## src/design/csbf_pkg.sv

```systemverilog
// shared types, constants and helpers for the clipped sprite blitter
// used by csbf_ctrl, csbf_dpath and clipped_sprite_blit_framebuffer
// no dependencies
package csbf_pkg;

  // screen geometry
  localparam int SCREEN_WIDTH  = 128;
  localparam int SCREEN_HEIGHT = 64;
  localparam int ADDR_W        = $clog2(SCREEN_WIDTH);
  localparam int WORD_W        = 64;

  // item field widths
  localparam int COORD_W = 8;
  localparam int WIDE_W  = COORD_W + 1;
  localparam int ROWS_W  = 7;
  localparam int PAGE_W  = 3;
  localparam int SCOL_W  = 7;
  localparam int SHIFT_W = $clog2(WORD_W);
  localparam int BYTE_W  = 8;
  localparam logic [ROWS_W-1:0] MAX_ROWS = ROWS_W'(WORD_W);

  // stream widths
  localparam int IN_TUSER_W  = 3;
  localparam int IN_TDATA_W  = 120;
  localparam int OUT_TUSER_W = 1;
  localparam int OUT_TDATA_W = 72;

  // configuration port
  localparam int CFG_INDEX_W = 1;
  localparam int CFG_DATA_W  = 8;
  localparam logic [CFG_INDEX_W-1:0] CFG_CAMERA_LEFT = 1'b0;
  localparam logic [CFG_INDEX_W-1:0] CFG_CAMERA_TOP  = 1'b1;

  typedef enum logic [2:0] {
    OP_CLEAR     = 3'd0,
    OP_DRAW_OR   = 3'd1,
    OP_DRAW_SET  = 3'd2,
    OP_READ_COL  = 3'd3,
    OP_READ_BYTE = 3'd4
  } op_e;

  typedef enum logic [1:0] {
    ST_IDLE,
    ST_CALC,
    ST_MEM
  } state_e;

  // one input word, unpacked
  typedef struct packed {
    op_e                 operation;
    logic [COORD_W-1:0]  sprite_left;
    logic [COORD_W-1:0]  sprite_top;
    logic [COORD_W-1:0]  sprite_columns;
    logic [ROWS_W-1:0]   sprite_rows;
    logic [COORD_W-1:0]  column_number;
    logic [WORD_W-1:0]   column_pixels;
    logic [PAGE_W-1:0]   page_number;
    logic [SCOL_W-1:0]   screen_column;
  } in_item_t;

  // controller to datapath
  typedef struct packed {
    logic load;
    logic calc;
    logic clear;
    logic write;
    logic emit;
  } cmd_t;

  // datapath to controller
  typedef struct packed {
    op_e  op;
    logic vis;
  } status_t;

  // mask of the n lowest bits, n up to the word width
  function automatic logic [WORD_W-1:0] low_bits(logic [ROWS_W-1:0] n);
    logic [WORD_W-1:0] r;
    if (n >= MAX_ROWS) begin
      r = '1;
    end else begin
      r = (WORD_W'(8'h01) << n) - WORD_W'(1);
    end
    return r;
  endfunction

endpackage

```

## src/design/csbf_ctrl.sv

```systemverilog
// controller state machine of the sprite blitter
// sequences accept, clip and memory read, then write or result; a clear or unused code ends after the clip
// depends on csbf_pkg
module csbf_ctrl (
  input  logic              clk_i,
  input  logic              rst_ni,
  input  logic              in_valid_i,
  output logic              in_ready_o,
  output logic              out_valid_o,
  input  logic              out_ready_i,
  input  csbf_pkg::status_t status_i,
  output csbf_pkg::cmd_t    cmd_o
);
  import csbf_pkg::*;

  state_e state_q, state_d;
  logic   out_valid_q, out_valid_d;

  // state register
  always_ff @(posedge clk_i or negedge rst_ni) begin
    if (!rst_ni) begin
      state_q     <= ST_IDLE;
      out_valid_q <= 1'b0;
    end else begin
      state_q     <= state_d;
      out_valid_q <= out_valid_d;
    end
  end

  // next state and commands
  always_comb begin
    state_d    = state_q;
    cmd_o      = '0;
    in_ready_o = 1'b0;
    unique case (state_q)
      ST_IDLE: begin
        in_ready_o = 1'b1;
        if (in_valid_i) begin
          cmd_o.load = 1'b1;
          state_d    = ST_CALC;
        end
      end
      ST_CALC: begin
        cmd_o.calc = 1'b1;
        unique case (status_i.op) inside
          OP_CLEAR: begin
            cmd_o.clear = 1'b1;
            state_d     = ST_IDLE;
          end
          OP_DRAW_OR, OP_DRAW_SET, OP_READ_COL, OP_READ_BYTE: begin
            state_d = ST_MEM;
          end
          default: begin
            state_d = ST_IDLE;
          end
        endcase
      end
      ST_MEM: begin
        unique case (status_i.op) inside
          OP_DRAW_OR, OP_DRAW_SET: begin
            cmd_o.write = status_i.vis;
            state_d     = ST_IDLE;
          end
          default: begin
            // result waits for a free output register
            if (!out_valid_q || out_ready_i) begin
              cmd_o.emit = 1'b1;
              state_d    = ST_IDLE;
            end
          end
        endcase
      end
      default: begin
        state_d = ST_IDLE;
      end
    endcase
  end

  // output word valid flag
  always_comb begin
    out_valid_d = out_valid_q;
    if (cmd_o.emit) begin
      out_valid_d = 1'b1;
    end else if (out_ready_i) begin
      out_valid_d = 1'b0;
    end
  end

  assign out_valid_o = out_valid_q;

endmodule

```

## config.mk

```make
export PLATFORM = sky130hd
export DESIGN_NAME = csbf_ctrl
export DESIGN_NICKNAME = d
export VERILOG_FILES = /design/src/design/csbf_pkg.sv /design/src/design/csbf_ctrl.sv
export SDC_FILE = /design/constraint.sdc
export NUM_CORES = 1
export LEC_CHECK = 0
export BUFFER_PORTS_ARGS = -buffer_cell sky130_fd_sc_hd__buf_2
export CORE_AREA = 2 2 39 41
export CTS_CLUSTER_DIAMETER = 60
export DETAILED_ROUTE_END_ITERATION = 7
export DIE_AREA = 0 0 41 43
export PLACE_DENSITY_LB_ADDON = 0.3
export SLEW_MARGIN = 20
export SYNTH_ARGS = -nofsm -noshare
export SYNTH_HDL_FRONTEND = slang
export SYNTH_SLANG_ARGS = --single-unit
```

## constraint.sdc

```tcl
create_clock -name clk_i -period 1.5 [get_ports clk_i]
set_input_delay 0.3 -clock clk_i [delete_from_list [all_inputs] [get_ports clk_i]]
set_output_delay 0.3 -clock clk_i [all_outputs]
set_load 0.02 [all_outputs]
```

# Word level (Yosys, flattened, before mapping)
# Cells that the tools add are included.
[op_classes] n_reduce_logical=8 mux=16 eq_ne=8
[ops] cell="2-bit 2-to-1 mux" count=6
[ops] cell="1-bit 2-to-1 mux" count=9
[ops] cell="3-bit by 2-bit == test with 1-bit output (second input constant)" count=2
[ops] cell="2-bit case mux with 3 select lines" count=1
[ops] cell="4-bit OR reduction" count=1
[ops] cell="3-bit by 1-bit == test with 1-bit output (second input constant)" count=1
[ops] cell="3-bit == test (second input constant)" count=1
[ops] cell="3-bit logical NOT" count=1
[ops] cell="3-bit != test (second input constant)" count=1
[ops] cell="2-bit by 1-bit == test with 1-bit output (second input constant)" count=1
[ops] cell="2-bit == test (second input constant)" count=1
[ops] cell="2-bit logical NOT" count=1
[ops] cell="2-bit != test (second input constant)" count=1
[ops] cell="2-bit AND reduction" count=1
[ops] cell="2-bit nonzero test" count=1
[ops] cell="2-bit OR reduction" count=1
[ops] cell="1-bit logical NOT" count=1
[ops] cell="1-bit logical OR" count=1
[totals] out_inout_bits=7 ff_bits=3 elab_cells=34 in_bits=8

# Logic depth before layout (Yosys ltp)
# Gate-level depths: netlist of the first run.
[depth] depth_word=6 ltp_mapped=4 mapped_depth_nobuf=3

# Worst setup path after synthesis of the first run
# No wires, ideal clock.
[synth_timing] path_type="reg-to-output" startpoint="register state_q[0]" endpoint="output cmd_o[1] in the netlist's numbering" stages_incl_launch_ff=4 slack_ns=0.109 n_path_buf=0 arrival_time_ns=1.091 required_time_ns=1.200 cell_sequence="dfrtp_1 -> and2b_2 -> nand2_1 -> nor3_1"
[synth_rtl] item="from (decl)" line_no="csbf_ctrl.sv:16" rtl="state_e state_q, state_d;"
[synth_rtl] item="from (signal assigned)" line_no="csbf_ctrl.sv:25" rtl="state_q <= state_d;"
[synth_rtl] item="to (decl)" line_no="csbf_ctrl.sv:12" rtl="output csbf_pkg::cmd_t cmd_o"

==> summary.txt, run 1 <==
Outcome
  • Status: completed

Cells and area
  • Post-Layout Cell Count: between 50 and 60
  • ANT cells: 0
  • Layout cells sized above 1: 0.535
  • Layout area overhead: 71.4%
  • Nets: 52

Route
  • Routed wire length: 492 um
  • Post-DRT Antenna Nets: 0
  • Iter 0 DRT Violations: 4
  • Via density: 3.98
  • DRC Markers: 0
  • TritonRoute pass-1 iters: 4
  • Routed WL per cell: 8.34 um
  • DR vias: 235

Synthesis
  • FF+latch count, synth: 3
  • Yosys top cell by area: dfrtp_1
  • Share of the synthesized area in the top cell type: 0.357
  • Sequential area share after synthesis: 0.357
  • Syn nets: 31
  • Most area-consuming cells after synthesis: dfrtp_1 36%, nor2_1 7.1%, nor4b_2 7.1%
  • Syn_area_per_cell: between 9 and 10 um2
  • Synth Instances: 23
  • Mapped Area: 210 um2
  • Netlist cell types: 16
  • YS warnings: 0

STA
  • Fin. max-slew vios: 0
  • Hold Fails Final Rpt: 0
  • RSZ-0062 raised after global routing: true
  • Relative max-transition margin: 0.731
  • Final worst setup slack: 6.36 ps
  • Worst Max-Slew Pin Slew: between 300 and 400 ps
  • Worst Hold Slack: ~290 ps
  • Crit share post-route: 0.996
  • Final setup violation count: 0
  • Worst Clk Skew: 1.60 ps
  • Achievable Freq: about 670 MHz
  • Final min period: 1490 ps

Global routing
  • Total grt overflow: 0
  • Gr usage total: 0.0765
  • Vias in the first global route: 232
  • Pin count of the biggest net entering global routing: 6
  • First-pass GRT wire length: 848 um
  • Antenna violations before repair: 0

Worst setup path
  • Worst-path cell chain: nor4b_2 > nor2b_1 > buf_4
  • Slowest CP cell: dfrtp_1
  • Critical Path RT: 1200 ps
  • CP arrival: ~1200 ps
  • Crit end category: output pin
  • WP buf/inv: 1
  • CP max stage delay: about 400 ps
  • CP max FO: 5
  • Critical path startpoint category: flop
  • Worst Path Class, Setup: flop to output pin
  • CP top delay family: simple AND/OR/NAND/NOR gates

Floorplanning
  • Area of the core: around 1400 um2
  • Top Ports: 15
  • Initial Util: 0.152
  • Die area: 1760 um2
  • Die H: 43 um
  • Chip width: roughly 41 um
  • Row Count: 14

Placed design
  • # port buffers: 14
  • Inst Count DP: 53
  • HPWL after DPL: 388 um
  • Final Wtd Congestion: between 0.5 and 0.6
  • Setup WS pre-CTS: 166 ps

Clock tree
  • Clock Pin Slew Worst Setup and Hold Paths: roughly 40 ps
  • Skew-Pair Late Insertion Delay: 230 ps
  • Clock tree sinks: 3
  • Root Driver: clkbuf_4
  • CTS buffer count: 3
  • Max Root-Sink Buffers: 2
  • CTS tree: built
  • H-tree depth: 1

Pwr
  • Leak: 0.181 nW
  • Total chip power: around 0.34 mW
  • PD cells: 944 nW/um2
  • Worst vdd ir: 0.285 mV

Job
  • Max cap viols: 0

Min path
  • Worst Hold Class: input pin to flop
## cell type report
class | instances | area [um2]
fillers | 153 | 1020
multi-input cells | 19 | 136
repair buffers | 17 | 103
flip-flops and latches | 3 | 75.1
clock buffers | 4 | 26.3
well taps | 16 | 20.0
## path summary, 6_finish.rpt
path | startpoint | end | slack [ps] | depth (start not counted)
max in group asynchronous | rst_ni | out_valid_o$_DFFE_PN0P_ | 1000 | 2
min | in_valid_i | state_q[0]$_DFFE_PN0P_ | 290 | 2
max reg2reg | state_q[0]$_DFFE_PN0P_ | state_q[1]$_DFFE_PN0P_ | 210 | 4
min in group asynchronous | rst_ni | state_q[1]$_DFFE_PN0P_ | 390 | 2
min reg2reg | out_valid_o$_DFFE_PN0P_ | out_valid_o$_DFFE_PN0P_ | 640 | 2
max | state_q[1]$_DFFE_PN0P_ | cmd_o[2] | 6 | 3
## cell usage in the layout (no fill, tap or decap), drive strengths merged, types with 2 or more instances in the layout
master,synthesis,final
buf,1,16
nor2,4,4
clkbuf,0,4
dfrtp,3,3
nor2b,2,2
and2,2,2
and2b,2,2
## flip-flops by register name, indices dropped and copies added (netlist names)
signal       count
out_valid_o      1
state_q          2
## report_power, final
group          switching [mW]  internal, mW  total [mW]
combinational          0.0544        0.0493       0.104
clock                  0.0388        0.0995       0.138
sequential            0.00760        0.0904      0.0980
## cells by family (layout without fill, tap and decap cells)
logic type                Yosys count  after routing  share of synthesized area
AOI/OAI and AO/OA                   3              3                      0.107
and+or+nand+nor                    15             15                      0.458
buffers and inverters               1             21                     0.0357
DFF                                 3              3                      0.357
xor gates and xnor gates            1              1                     0.0417
## per-stage QoR
stage                     setup TNS [ps]  cell area, um2  utilization
after floorplan                        0             210            -
after global placement                 0             300        0.217
after detailed placement               0             300        0.217
after CTS                          -27.3             349        0.252
after global routing                -158             360        0.260
final                                  0             360        0.260
## timing repair
action,in CTS,in global routing
hold buffers,1,0
setup endpoints to repair,3,3
hold endpoints to repair,3,0
gates resized for setup,3,3
pin swaps,1,0
buffers inserted,1,0
## synthesized netlist by cell type (all sizes together)
cell and n:
nor2 4, dfrtp 3, and2 2, and2b 2, nor2b 2, a221o 1, buf 1, nand2 1
nand2b 1, nor3 1, nor4b 1, nor4bb 1, o21a 1, o21ai 1, xnor2 1
## worst register-to-register path, stage by stage (launching register included)
cell and delay, ps:
dfrtp_1 400, buf_4 140, nor4bb_1 400, o21a_1 160, a221o_1 120
## metal layers
metal	GRT usage	vias to the layer above	part of all wire
li1	-	117	-
met1	0.0777	104	0.45
met5	0	-	0
met2	0.106	14	0.43
met4	0.0800	0	0
met3	0.0314	0	0.12
Power figures use the tool's default switching activity.
==> run 2, diff against run 1 <==
REMOVE_ABC_BUFFERS = 1   (was unset)
==> run 2 against run 1 <==
Against the previous run:
- sequential share of layout area decreased by 0.43 points
- sequential power is 0.6% higher
- flip-flop and latch count did not move
- highest routed layer unchanged
- die area unchanged
- worst setup slack worse by 23 ps
- largest power group unchanged
- the run now ends with setup timing left
- utilization grew 0.54 points
- largest cell class unchanged
- non-clock buffer count increased by 1
- first-iteration DRC count shrank 100%
- register-to-register slack got worse by 40 ps
- power up 2.3%
- fmax shrank 1.5%
==> summary.txt, run 2 (synthesis results as in run 1) <==
Worst setup path
  • Critical Path Source: state_q[1]$_DFFE_PN0P_
  • CP arrival: 1220 ps (+30 ps)
  • CP max FO: 5 (unchanged)
  • Critical path startpoint category: flop
  • Critical Path RT: 1200 ps (about the same)
  • Worst reg2reg startpoint: state_q[0]$_DFFE_PN0P_
  • Crit end category: output pin
  • Worst Path Class, Setup: flop to output pin

Pwr
  • PD cells: 946 nW/um2 (+0.24%)
  • Leak: 0.185 nW (+2.5%)
  • Total chip power: 0.348 mW (+2.3%)
  • Worst vdd ir: 0.345 mV (+21%)

Route
  • Routed wire length: 544 um (+11%)
  • Iter 0 DRT Violations: 0 (-4)
  • TritonRoute pass-1 iters: 1 (-3)
  • DR vias: 229 (-2.6%)
  • DRC Markers: 0 (unchanged)
  • Via density: 3.82 (-4.2%)
  • Routed WL per cell: 9.07 um (+8.7%)
  • Post-DRT Antenna Nets: 0 (unchanged)

STA
  • Final min period: 1520 ps (+22.7 ps)
  • Worst Clk Skew: 1.57 ps (-0.0305 ps)
  • Final setup violation count: 2 (+2)
  • Final worst setup slack: -16.3 ps (-22.7 ps)
  • Relative max-transition margin: 0.748 (+0.0175)
  • RSZ-0062 raised after global routing: true
  • Worst Hold Slack: 289 ps (+2.21 ps)
  • Achievable Freq: 659 MHz (-1.5%)
  • Hold Fails Final Rpt: 0 (unchanged)
  • Worst Max-Slew Pin Slew: 375 ps (-23.6 ps)
  • Fin. max-slew vios: 0 (unchanged)
  • Crit share post-route: 1.01 (+0.0151)
  • Setup TNS: -19.2 ps (-19.2 ps)

Global routing
  • Pin count of the biggest net entering global routing: 6 (unchanged)
  • Vias in the first global route: 218 (-6.0%)
  • Antenna violations before repair: 0 (unchanged)
  • Gr usage total: 0.0744 (-0.00201)
  • First-pass GRT wire length: 814 um (-4.0%)
  • Total grt overflow: 0 (unchanged)

Floorplanning
  • Die H: 43 um (unchanged)
  • Initial Util: 0.152 (unchanged)
  • Chip width: 41 um (unchanged)
  • Area of the core: 1380 um2 (unchanged)
  • Top Ports: 15 (unchanged)
  • Row Count: 14 (unchanged)
  • Die area: 1760 um2 (unchanged)

Placed design
  • HPWL after DPL: 422 um (+8.7%)
  • # port buffers: 14 (unchanged)
  • Final Wtd Congestion: 0.560 (-5.5%)
  • Setup WS pre-CTS: 82.4 ps (-83.9 ps)

Min path
  • Worst Hold Class: input pin to flop
  • Hold Path Origin: in_valid_i

Job
  • Max cap viols: 0 (unchanged)

Clock tree
  • Clock tree sinks: 3 (unchanged)
  • Skew-Pair Late Insertion Delay: 230 ps (about the same)
  • Clock Pin Slew Worst Setup and Hold Paths: 40 ps (about the same)
  • H-tree depth: 1 (unchanged)
  • CTS tree: built
  • Root Driver: clkbuf_4
  • Max Root-Sink Buffers: 2 (unchanged)
  • CTS buffer count: 3 (unchanged)

Outcome
  • Failing checks: setup timing
  • Status: complete, but fails checks

Cells and area
  • Util after Layout: 0.266 (+0.00542)
  • Highest-count cells in the layout ignoring fill and taps: 11 x buf_2, 6 x buf_4, 4 x nor2_1
  • Layout cells sized above 1: 0.545 (+0.0106)
  • Max reg flops: 2 (unchanged)
  • Largest Register: state_q
  • Commonest non-fill, non-tap cell in the layout: buf_2
  • Layout area overhead: 75.0%
  • Nets: 53 (+1.9%)
  • Fill count: 151 (-1.3%)
  • ANT cells: 0 (unchanged)
[run 2: cell types whose count changed in the layout (fill, tap and decap cells not counted), sizes merged]
cell / before / now
buf: 16 / 17
[run 2: stage by stage]
stage / std cells / cell area [um2]
3_3_place_gp: 52 / 293
5_1_grt: 60 / 368
2_1_floorplan: 22 / 203
6_report: 60 / 368
4_1_cts: 59 / 353
3_5_place_dp: 52 / 293
[run 2: what timing repair did]
action / CTS / global route
hold buffers: 1 / 0
hold endpoints to repair: 3 / 0
gates resized for setup: 4 / 2
pin swaps: 2 / 1
buffers inserted: 2 / 1
endpoints found under the setup margin: 3 / 3
cloned: 0 / 0
[run 2: layout make-up]
type	instances	area (um2)	area share
clock buffer	4	26.3	0.0714
multi-input combinational	19	136	0.371
sequential	3	75.1	0.204
tap	16	20.0	0.0544
timing repair buffer	18	110	0.299
[run 2: power breakdown]
group / internal, mW / leakage (nW) / switching, mW
clock network: 0.0998 / 0.0150 / 0.0427
logic: 0.0516 / 0.131 / 0.0553
registers: 0.0904 / 0.0395 / 0.00824
[run 2: worst max-delay path, stage by stage, from the launching register on]
cell and delay, ps:
dfrtp_1 410, nor4b_2 250, nor2b_1 170, buf_4 150
[run 2: metal layers]
metal  track usage  part of all wire
met1        0.0906              0.45
met2        0.0875              0.41
met3        0.0314              0.14
met4        0.0800                 0
met5             0                 0
[run 2: worst paths after layout]
kind                                                end  slack, ps  depth (start not counted)
worst max register to register   state_q[1]$_DFFE_PN0P_        170                          5
max in group asynchronous       out_valid_o$_DFFE_PN0P_       1010                          2
worst max-delay path                           cmd_o[2]        -20                          3
min in group asynchronous        state_q[1]$_DFFE_PN0P_        390                          2
worst min-delay path             state_q[0]$_DFFE_PN0P_        290                          2
worst min register to register   state_q[0]$_DFFE_PN0P_        640                          2
